## config.mk

```make
export PLATFORM = sky130hd
export DESIGN_NAME = row_edge_threshold_trim_core
export DESIGN_NICKNAME = d
export VERILOG_FILES = /design/src/rett_pkg.sv /design/src/rett_ram.sv /design/src/rett_front.sv /design/src/rett_outq.sv /design/src/rett_back.sv /design/src/row_edge_threshold_trim_core.sv
export SDC_FILE = /design/constraint.sdc
export NUM_CORES = 1
export LEC_CHECK = 0
export ABC_AREA = 0
export BUFFER_PORTS_ARGS = -buffer_cell sky130_fd_sc_hd__buf_2
export CORE_ASPECT_RATIO = 1.1
export CORE_MARGIN = 2
export CORE_UTILIZATION = 57
export DETAILED_ROUTE_END_ITERATION = 10
export MAX_ROUTING_LAYER = met4
export PLACE_DENSITY = 0.77
export REMOVE_ABC_BUFFERS = 1
export SLEW_MARGIN = 10
export SYNTH_ARGS = -nofsm -noshare
export SYNTH_HDL_FRONTEND = slang
export SYNTH_SLANG_ARGS = --single-unit
```

## constraint.sdc

```tcl
create_clock -name clk -period 3.15 [get_ports clk]
set_clock_uncertainty 0.15 [all_clocks]
set_input_delay 0.315 -clock clk [delete_from_list [all_inputs] [get_ports clk]]
set_output_delay 0.315 -clock clk [all_outputs]
set_load 0.03 [all_outputs]
```

## src/rett_pkg.sv

```systemverilog
package rett_pkg;

  // Default sizing
  localparam int PENDING_DEPTH_DEF = 63;
  localparam int SAMPLE_BITS_DEF   = 16;

  // Result queue at the back end
  localparam int OQ_DEPTH = 4;
  localparam int OQ_PTR_W = $clog2(OQ_DEPTH);
  localparam int OQ_LVL_W = $clog2(OQ_DEPTH + 1);

  // Command kinds handed from the front to the back
  localparam logic [1:0] KIND_KEEP  = 2'd0;  // content: flush pending unchanged, then sample
  localparam logic [1:0] KIND_TRIM  = 2'd1;  // flush pending as -1, then sample as -1
  localparam logic [1:0] KIND_QUEUE = 2'd2;  // park sample in pending store

  typedef struct packed {
    logic [1:0] kind;
    logic       row_end;
  } cmd_ctrl_t;

endpackage

```

## src/rett_ram.sv

```systemverilog
module rett_ram import rett_pkg::*; #(
  parameter int WIDTH  = 17,
  parameter int DEPTH  = 63,
  parameter int ADDR_W = (DEPTH > 1) ? $clog2(DEPTH) : 1
) (
  input  logic              clk,
  input  logic              we,
  input  logic [ADDR_W-1:0] waddr,
  input  logic [WIDTH-1:0]  wdata,
  input  logic              re,
  input  logic [ADDR_W-1:0] raddr,
  output logic [WIDTH-1:0]  rdata
);

  logic [WIDTH-1:0] mem_r [DEPTH];
  logic [WIDTH-1:0] rdata_r;

  // Write port
  always_ff @(posedge clk) begin
    if (we) begin
      mem_r[waddr] <= wdata;
    end
  end

  // Registered read port
  always_ff @(posedge clk) begin
    if (re) begin
      rdata_r <= mem_r[raddr];
    end
  end

  assign rdata = rdata_r;

endmodule

```

## src/rett_front.sv

```systemverilog
module rett_front import rett_pkg::*; #(
  parameter int SAMPLE_BITS = SAMPLE_BITS_DEF
) (
  input  logic                 clk,
  input  logic                 rst_n,
  input  logic                 in_push,
  input  logic [SAMPLE_BITS:0] in_sample,
  input  logic                 in_row_end,
  output logic                 in_full,
  input  logic [SAMPLE_BITS-1:0] thr,
  output logic                 cmd_valid,
  output logic [SAMPLE_BITS:0] cmd_smp,
  output cmd_ctrl_t            cmd_ctrl,
  input  logic                 cmd_take
);

  localparam int SW = SAMPLE_BITS + 1;

  logic        seen_r, seen_nxt;
  logic [SW-1:0] cq_smp_r [2];
  cmd_ctrl_t     cq_ctrl_r [2];
  logic        wr_ptr_r, rd_ptr_r;
  logic [1:0]  cq_cnt_r, cq_cnt_nxt;
  logic        accept, content;
  cmd_ctrl_t   ctrl_new;

  assign in_full = (cq_cnt_r == 2'd2);
  assign accept  = in_push && !in_full;

  // Content: non-negative and strictly above threshold
  assign content = !in_sample[SW-1] && (in_sample[SAMPLE_BITS-1:0] > thr);

  // Classify the item against the row state
  always_comb begin
    ctrl_new.row_end = in_row_end;
    if (content) begin
      ctrl_new.kind = KIND_KEEP;
    end else if (in_row_end || !seen_r) begin
      ctrl_new.kind = KIND_TRIM;
    end else begin
      ctrl_new.kind = KIND_QUEUE;
    end
    if (!accept) begin
      seen_nxt = seen_r;
    end else if (in_row_end) begin
      seen_nxt = 1'b0;
    end else begin
      seen_nxt = seen_r || content;
    end
  end

  // Two-entry command queue toward the back
  assign cq_cnt_nxt = cq_cnt_r + {1'b0, accept} - {1'b0, cmd_take};

  always_ff @(posedge clk) begin
    if (!rst_n) begin
      seen_r   <= 1'b0;
      wr_ptr_r <= 1'b0;
      rd_ptr_r <= 1'b0;
      cq_cnt_r <= 2'd0;
    end else begin
      seen_r   <= seen_nxt;
      cq_cnt_r <= cq_cnt_nxt;
      if (accept) begin
        wr_ptr_r <= !wr_ptr_r;
      end
      if (cmd_take) begin
        rd_ptr_r <= !rd_ptr_r;
      end
    end
  end

  always_ff @(posedge clk) begin
    if (accept) begin
      cq_smp_r[wr_ptr_r]  <= in_sample;
      cq_ctrl_r[wr_ptr_r] <= ctrl_new;
    end
  end

  assign cmd_valid = (cq_cnt_r != 2'd0);
  assign cmd_smp   = cq_smp_r[rd_ptr_r];
  assign cmd_ctrl  = cq_ctrl_r[rd_ptr_r];

endmodule

```

## src/rett_outq.sv

```systemverilog
module rett_outq import rett_pkg::*; #(
  parameter int WIDTH = 19
) (
  input  logic                clk,
  input  logic                rst_n,
  input  logic                push,
  input  logic [WIDTH-1:0]    wdata,
  input  logic                pop,
  output logic [WIDTH-1:0]    rdata,
  output logic                empty,
  output logic [OQ_LVL_W-1:0] level
);

  logic [WIDTH-1:0]    mem_r [OQ_DEPTH];
  logic [OQ_PTR_W-1:0] wr_r, rd_r;
  logic [OQ_LVL_W-1:0] cnt_r, cnt_nxt;
  logic                do_pop;

  assign empty  = (cnt_r == '0);
  assign do_pop = pop && !empty;
  assign level  = cnt_r;

  // Back end only pushes when it holds a free slot
  assign cnt_nxt = cnt_r + OQ_LVL_W'(push) - OQ_LVL_W'(do_pop);

  always_ff @(posedge clk) begin
    if (!rst_n) begin
      wr_r  <= '0;
      rd_r  <= '0;
      cnt_r <= '0;
    end else begin
      cnt_r <= cnt_nxt;
      if (push) begin
        wr_r <= wr_r + 1'b1;
      end
      if (do_pop) begin
        rd_r <= rd_r + 1'b1;
      end
    end
  end

  always_ff @(posedge clk) begin
    if (push) begin
      mem_r[wr_r] <= wdata;
    end
  end

  assign rdata = mem_r[rd_r];

endmodule

```

## src/rett_back.sv

```systemverilog
module rett_back import rett_pkg::*; #(
  parameter int PENDING_DEPTH = PENDING_DEPTH_DEF,
  parameter int SAMPLE_BITS   = SAMPLE_BITS_DEF
) (
  input  logic                   clk,
  input  logic                   rst_n,
  input  logic                   cmd_valid,
  input  logic [SAMPLE_BITS:0]   cmd_smp,
  input  cmd_ctrl_t              cmd_ctrl,
  output logic                   cmd_take,
  input  logic [OQ_LVL_W-1:0]    oq_level,
  output logic                   oq_push,
  output logic [SAMPLE_BITS+2:0] oq_wdata
);

  localparam int SW    = SAMPLE_BITS + 1;
  localparam int PTR_W = (PENDING_DEPTH > 1) ? $clog2(PENDING_DEPTH) : 1;
  localparam int CNT_W = $clog2(PENDING_DEPTH + 1);
  localparam int FL_W  = OQ_LVL_W + 1;

  logic [PTR_W-1:0] head_r, head_nxt, tail_r, tail_nxt;
  logic [CNT_W-1:0] cnt_r, cnt_nxt;
  logic             cnt_nz, cnt_full, can_issue;
  logic             iss, iss_ram, iss_end, iss_ovf, pop_head, push_tail;
  logic [SW-1:0]    iss_smp;
  logic             s1_valid_r, s1_ram_r, s1_end_r, s1_ovf_r;
  logic [SW-1:0]    s1_smp_r;
  logic [SW-1:0]    ram_rdata;

  assign cnt_nz   = (cnt_r != '0);
  assign cnt_full = (cnt_r == CNT_W'(PENDING_DEPTH));

  // Credit: result queue plus the read stage must leave a free slot
  assign can_issue = (FL_W'(oq_level) + FL_W'(s1_valid_r)) < FL_W'(OQ_DEPTH);

  // Sequencer: one result or one pending write per cycle, results only while the credit allows
  always_comb begin
    cmd_take  = 1'b0;
    iss       = 1'b0;
    iss_ram   = 1'b0;
    iss_smp   = cmd_smp;
    iss_end   = 1'b0;
    iss_ovf   = 1'b0;
    pop_head  = 1'b0;
    push_tail = 1'b0;
    if (cmd_valid) begin
      unique case (cmd_ctrl.kind)
        KIND_KEEP: begin
          if (can_issue) begin
            iss = 1'b1;
            if (cnt_nz) begin
              iss_ram  = 1'b1;
              pop_head = 1'b1;
            end else begin
              iss_end  = cmd_ctrl.row_end;
              cmd_take = 1'b1;
            end
          end
        end
        KIND_TRIM: begin
          if (can_issue) begin
            iss     = 1'b1;
            iss_smp = '1;
            if (cnt_nz) begin
              pop_head = 1'b1;
            end else begin
              iss_end  = cmd_ctrl.row_end;
              cmd_take = 1'b1;
            end
          end
        end
        KIND_QUEUE: begin
          // Full store: release the oldest early, park the sample next cycle
          if (cnt_full) begin
            if (can_issue) begin
              iss      = 1'b1;
              iss_ram  = 1'b1;
              iss_ovf  = 1'b1;
              pop_head = 1'b1;
            end
          end else begin
            push_tail = 1'b1;
            cmd_take  = 1'b1;
          end
        end
        default: begin
          cmd_take = 1'b1;
        end
      endcase
    end
  end

  // Circular pointers over the pending store
  always_comb begin
    head_nxt = head_r;
    tail_nxt = tail_r;
    if (pop_head) begin
      head_nxt = (head_r == PTR_W'(PENDING_DEPTH - 1)) ? '0 : head_r + 1'b1;
    end
    if (push_tail) begin
      tail_nxt = (tail_r == PTR_W'(PENDING_DEPTH - 1)) ? '0 : tail_r + 1'b1;
    end
    cnt_nxt = cnt_r - CNT_W'(pop_head) + CNT_W'(push_tail);
  end

  always_ff @(posedge clk) begin
    if (!rst_n) begin
      head_r     <= '0;
      tail_r     <= '0;
      cnt_r      <= '0;
      s1_valid_r <= 1'b0;
    end else begin
      head_r     <= head_nxt;
      tail_r     <= tail_nxt;
      cnt_r      <= cnt_nxt;
      s1_valid_r <= iss;
    end
  end

  // Read stage payload, waits on the registered RAM read
  always_ff @(posedge clk) begin
    s1_ram_r <= iss_ram;
    s1_smp_r <= iss_smp;
    s1_end_r <= iss_end;
    s1_ovf_r <= iss_ovf;
  end

  rett_ram #(
    .WIDTH (SW),
    .DEPTH (PENDING_DEPTH)
  ) u_pend (
    .clk   (clk),
    .we    (push_tail),
    .waddr (tail_r),
    .wdata (cmd_smp),
    .re    (iss_ram),
    .raddr (head_r),
    .rdata (ram_rdata)
  );

  assign oq_push  = s1_valid_r;
  assign oq_wdata = {(s1_ram_r ? ram_rdata : s1_smp_r), s1_end_r, s1_ovf_r};

endmodule

```

## src/row_edge_threshold_trim_core.sv

```systemverilog
// Row edge trim. Samples enter through a queue-style port (push/full) with a flag on the
// last sample of each row; results leave through another (empty/pop). A sample counts as
// content when it is non-negative and strictly above cfg_wdata's threshold. The front
// part classifies each item and posts it to a two-entry command queue; the back part
// keeps non-content samples that follow content in a pending store (one RAM with a write
// port and a registered read port, PENDING_DEPTH deep) and replays them unchanged on the
// next content sample or as -1 at row end. Rate: the front takes one item per cycle while
// the command queue has room. The back part produces at most one result per cycle, paced
// by the one read port of the pending store: a parked sample gives no result, a flush
// of N pending samples gives N results and then the sample's own, and an overflow
// release gives the oldest sample before the new one is parked. With results popped each
// cycle the back part gives one result per cycle while not parking. An item passes the
// command queue, read stage and result queue. Write the threshold only while idle.
module row_edge_threshold_trim_core import rett_pkg::*; #(
  parameter int PENDING_DEPTH = PENDING_DEPTH_DEF,
  parameter int SAMPLE_BITS   = SAMPLE_BITS_DEF
) (
  input  logic                   clk,
  input  logic                   rst_n,
  input  logic                   cfg_we,
  input  logic [SAMPLE_BITS-1:0] cfg_wdata,
  input  logic                   in_push,
  output logic                   in_full,
  input  logic [SAMPLE_BITS:0]   in_sample_in,
  input  logic                   in_row_end_in,
  output logic                   out_empty,
  input  logic                   out_pop,
  output logic [SAMPLE_BITS:0]   out_sample_out,
  output logic                   out_row_end_out,
  output logic                   out_pending_overflow
);

  localparam int RW = SAMPLE_BITS + 3;

  logic [SAMPLE_BITS-1:0] thr_r;
  logic                   cmd_valid, cmd_take, oq_push;
  logic [SAMPLE_BITS:0]   cmd_smp;
  cmd_ctrl_t              cmd_ctrl;
  logic [OQ_LVL_W-1:0]    oq_level;
  logic [RW-1:0]          oq_wdata, oq_rdata;

  // Threshold register
  always_ff @(posedge clk) begin
    if (!rst_n) begin
      thr_r <= '0;
    end else if (cfg_we) begin
      thr_r <= cfg_wdata;
    end
  end

  rett_front #(
    .SAMPLE_BITS (SAMPLE_BITS)
  ) u_front (
    .clk        (clk),
    .rst_n      (rst_n),
    .in_push    (in_push),
    .in_sample  (in_sample_in),
    .in_row_end (in_row_end_in),
    .in_full    (in_full),
    .thr        (thr_r),
    .cmd_valid  (cmd_valid),
    .cmd_smp    (cmd_smp),
    .cmd_ctrl   (cmd_ctrl),
    .cmd_take   (cmd_take)
  );

  rett_back #(
    .PENDING_DEPTH (PENDING_DEPTH),
    .SAMPLE_BITS   (SAMPLE_BITS)
  ) u_back (
    .clk       (clk),
    .rst_n     (rst_n),
    .cmd_valid (cmd_valid),
    .cmd_smp   (cmd_smp),
    .cmd_ctrl  (cmd_ctrl),
    .cmd_take  (cmd_take),
    .oq_level  (oq_level),
    .oq_push   (oq_push),
    .oq_wdata  (oq_wdata)
  );

  rett_outq #(
    .WIDTH (RW)
  ) u_outq (
    .clk   (clk),
    .rst_n (rst_n),
    .push  (oq_push),
    .wdata (oq_wdata),
    .pop   (out_pop),
    .rdata (oq_rdata),
    .empty (out_empty),
    .level (oq_level)
  );

  assign out_sample_out       = oq_rdata[RW-1:2];
  assign out_row_end_out      = oq_rdata[1];
  assign out_pending_overflow = oq_rdata[0];

endmodule

```

==> flow_metrics.tcl <==
set metrics [dict create \
    status "finished clean" \
    hold_start "cfg_we" \
    syn_area_um2 49500 \
    p_clk_share_pct 29.4 \
    cts_tree "done" \
    hold_class "in2reg" \
    dr_total_vias 26000 \
    power_density_nw_per_um2 811 \
    post-route-period-util_pct 95.7 \
    setup_viol 0 \
    cts.sinks 1274 \
    power_mw 46.0 \
    core_area_um2 86200 \
    dieWidth_um 285 \
    final_util_pct 65.7 \
    fin_tns_setup_ps 0 \
    path_buf_inv 2 \
    p_int_mw 32.9 \
    drv_cap 0 \
    port_buffers 59 \
    grt_pass1_wl_mm 178 \
    ys_seq_elements 1274 \
    worstHoldPathCells 3 \
    cp_common_cell "buf_4" \
    vdd_drop_max_v 0.000640 \
    path_clk_slew_ps 70 \
    synth.distinct_cells 69 \
    r2r_cells 7 \
    track_usage_pct 28.5 \
    num_rows 113 \
    routed_wl_mm 123 \
    fin_nets 2808 \
    p_sw_mw 13.1 \
    drive_above_1_share_pct 27.9 \
    vias_per_cell 6.54 \
    grt_pass1_vias 26100 \
    cp.required_ps 3350 \
    ios 60 \
    slew_viol_final 0 \
    synth_area_leaders "edfxtp_1, mux4_2, dfxtp_1" \
    grt_max_degree 65 \
    yosysMostFrequentCell "edfxtp_1" \
    path_depth 7 \
    grt_setup_unrepaired "false" \
    endpoint_kind "flip-flop" \
    synth_edf_count 1204 \
    drc 0 \
    fp.dieH_um 313 \
    power_leakage_nw 18.1 \
    ant_nets 0 \
    worstPathCellList "buf_4, and3b_1, o221a_2, nor2b_2, nand3_2, nor2_1, buf_4" \
    grt-ovfl-total 0 \
    clock_path_buffers 3 \
    ys_async_sr_fraction_pct 0 \
    synth.largest_area_cell "edfxtp_1" \
    fmax_ghz 0.332 \
    area_delta_synth_final_pct 14.5 \
    power.share.sequential_pct 45.7 \
    cts_inserted_buffers 115 \
    drtIter0Drc 3400 \
    synth_ff_type "edfxtp_1" \
    synth_cells 2414 \
    p_comb_share_pct 24.9 \
    period_minus_slack_ps 3020 \
    avgSynthCellArea_um2 20.5 \
    gp_congestion 0.910 \
    routedWlPerCell_um 30.8 \
    start_util_pct 57.4 \
    crit_fanout 20 \
    worstMarginPinSlew_ps 1000 \
    die_area_um2 89200 \
    max_stage_delay_ps 380 \
    synth_commonest_cells "edfxtp_1, mux4_2, nor2_1" \
    crit_arrival_ps 3210 \
    ys_warn_count 0 \
    worst_setup_path_start_kind "flip-flop" \
    finalWorstSetupSlack_ps 135 \
    dr.pass1.iters 6 \
    slowest_stage "dfxtp_1" \
    dp_slack_ps 29.8 \
    slew_headroom_pct 33.3 \
    antenna_found_initial 4 \
    crit_family "simple AND/OR/NAND/NOR gates" \
    finalHoldViolCount 0 \
    dp_hpwl_mm 72.6 \
    crit_type "reg2reg" \
    clockRootBuffer "clkbuf_16" \
    htreeDepth 3 \
    seq_area_frac_synth_pct 75.9 \
    power.share.switching_pct 28.4 \
    synth_top_area_share_pct 73.1 \
    clkLatencyLatePin_ps 690 \
]
==> per-stage QoR <==
stage	instance area [um^2]	std cells	hold slack, ps
floorplan	48700	2288	264
global placement	52500	3716	302
detailed placement	52500	3716	320
CTS	56500	3964	5.68
global route	56600	3976	36.9
finish	56600	3977	40.5
==> area by class of cell <==
cell class	count	area, um^2
flip-flops and latches	1274	37600
well taps	1150	1440
clock inverters	58	500
fillers	5366	29600
repair buffers	323	2770
diodes	4	10.0
clock buffers	154	3130
multi-input cells	972	11100
inverters	42	158
==> cell usage in the layout (no fill, tap or decap), types with 12 or more instances in the layout <==
master	count
dlygate4sd3_1	34
and2_1	19
clkinv_1	19
clkbuf_16	119
nand3_1	17
mux4_2	267
nor2_1	102
mux2i_1	84
xor2_1	12
nand2b_1	22
clkbuf_1	32
buf_12	32
dfxtp_1	65
a21oi_1	26
nor3_1	13
clkinv_2	19
edfxtp_1	1204
nand2_1	56
a22oi_1	30
a211oi_1	18
ha_1	39
buf_2	59
buf_4	197
nor2b_1	31
o22ai_1	30
inv_1	40
o21ai_0	31
mux2_2	39
==> logic make-up (layout without fill, tap and decap cells) <==
kind of cell    after synthesis  after routing  share of synthesized area, %
compound gates              211            211                          2.92
simple gates                307            307                          3.07
mux                         394            394                          14.9
other cells                   0              4                             0
flops                      1274           1274                          75.9
buf+inv                     168            577                          1.84
fa+ha+maj                    41             41                          1.07
xor+xnor                     19             19                         0.336
==> repair_timing <==
item / in CTS / in global routing
hold buffers: 34 / 0
setup endpoints to repair: 209 / 299
endpoints found under the hold margin: 57 / 0
gates resized for setup: 1 / 8
setup buffers: 2 / 9
==> power by group through the flow <==
stage          registers, mW  clock network, mW  logic [mW]
2_1_floorplan           21.7                  0        4.91
3_3_place_gp            21.4                  0        10.6
3_5_place_dp            21.4                  0        10.9
4_1_cts                 21.1               13.7        11.1
5_1_grt                 21.0               14.2        12.0
6_report                21.0               13.5        11.4
==> final timing paths <==
| kind | end | slack [ps] |
|---|---|---|
| worst max register to register | u_back.u_pend.mem_r[34][15]$_DFFE_PP_ | 130 |
| worst max-delay path | u_back.u_pend.mem_r[34][15]$_DFFE_PP_ | 130 |
| worst min register to register | u_outq.mem_r[3][1]$_DFFE_PP_ | 330 |
| worst min-delay path | thr_r[9]$_SDFFE_PN0P_ | 40 |
==> per-layer routing <==
metal | up-vias | global-route usage [%] | part of all wire, %
li1 | 10500 | - | -
met1 | 13400 | 37.0 | 36
met2 | 1761 | 45.0 | 49
met3 | 312 | 5.08 | 10
met4 | 0 | 12.1 | 4.9
met5 | - | - | 0
==> worst reg2reg max path, stage by stage, from the launching register on <==
cell,delay (ps)
dfxtp_1,380
buf_4,300
and3b_1,200
o221a_2,370
nor2b_2,340
nand3_2,380
nor2_1,210
buf_4,330
==> flip-flops by register name, indices dropped and copies added (netlist names), named ones only <==
name                 flops
u_back.u_pend.mem_r   1071
u_outq.mem_r            76
u_front.cq_smp_r        34
u_back.s1_smp_r         17
u_back.u_pend.rdata     17
thr_r                   16
u_back.cnt_r             6
u_back.head_r            6
u_back.tail_r            6
u_front.cq_ctrl_r        6
u_outq.level             3
u_front.cq_cnt_r         2
u_outq.rd_r              2
u_outq.wr_r              2
u_back.oq_push           1
u_back.s1_end_r          1
u_back.s1_ovf_r          1
u_back.s1_ram_r          1
u_front.rd_ptr_r         1
u_front.seen_r           1
u_front.wr_ptr_r         1
(Power assumes the default switching activity.)
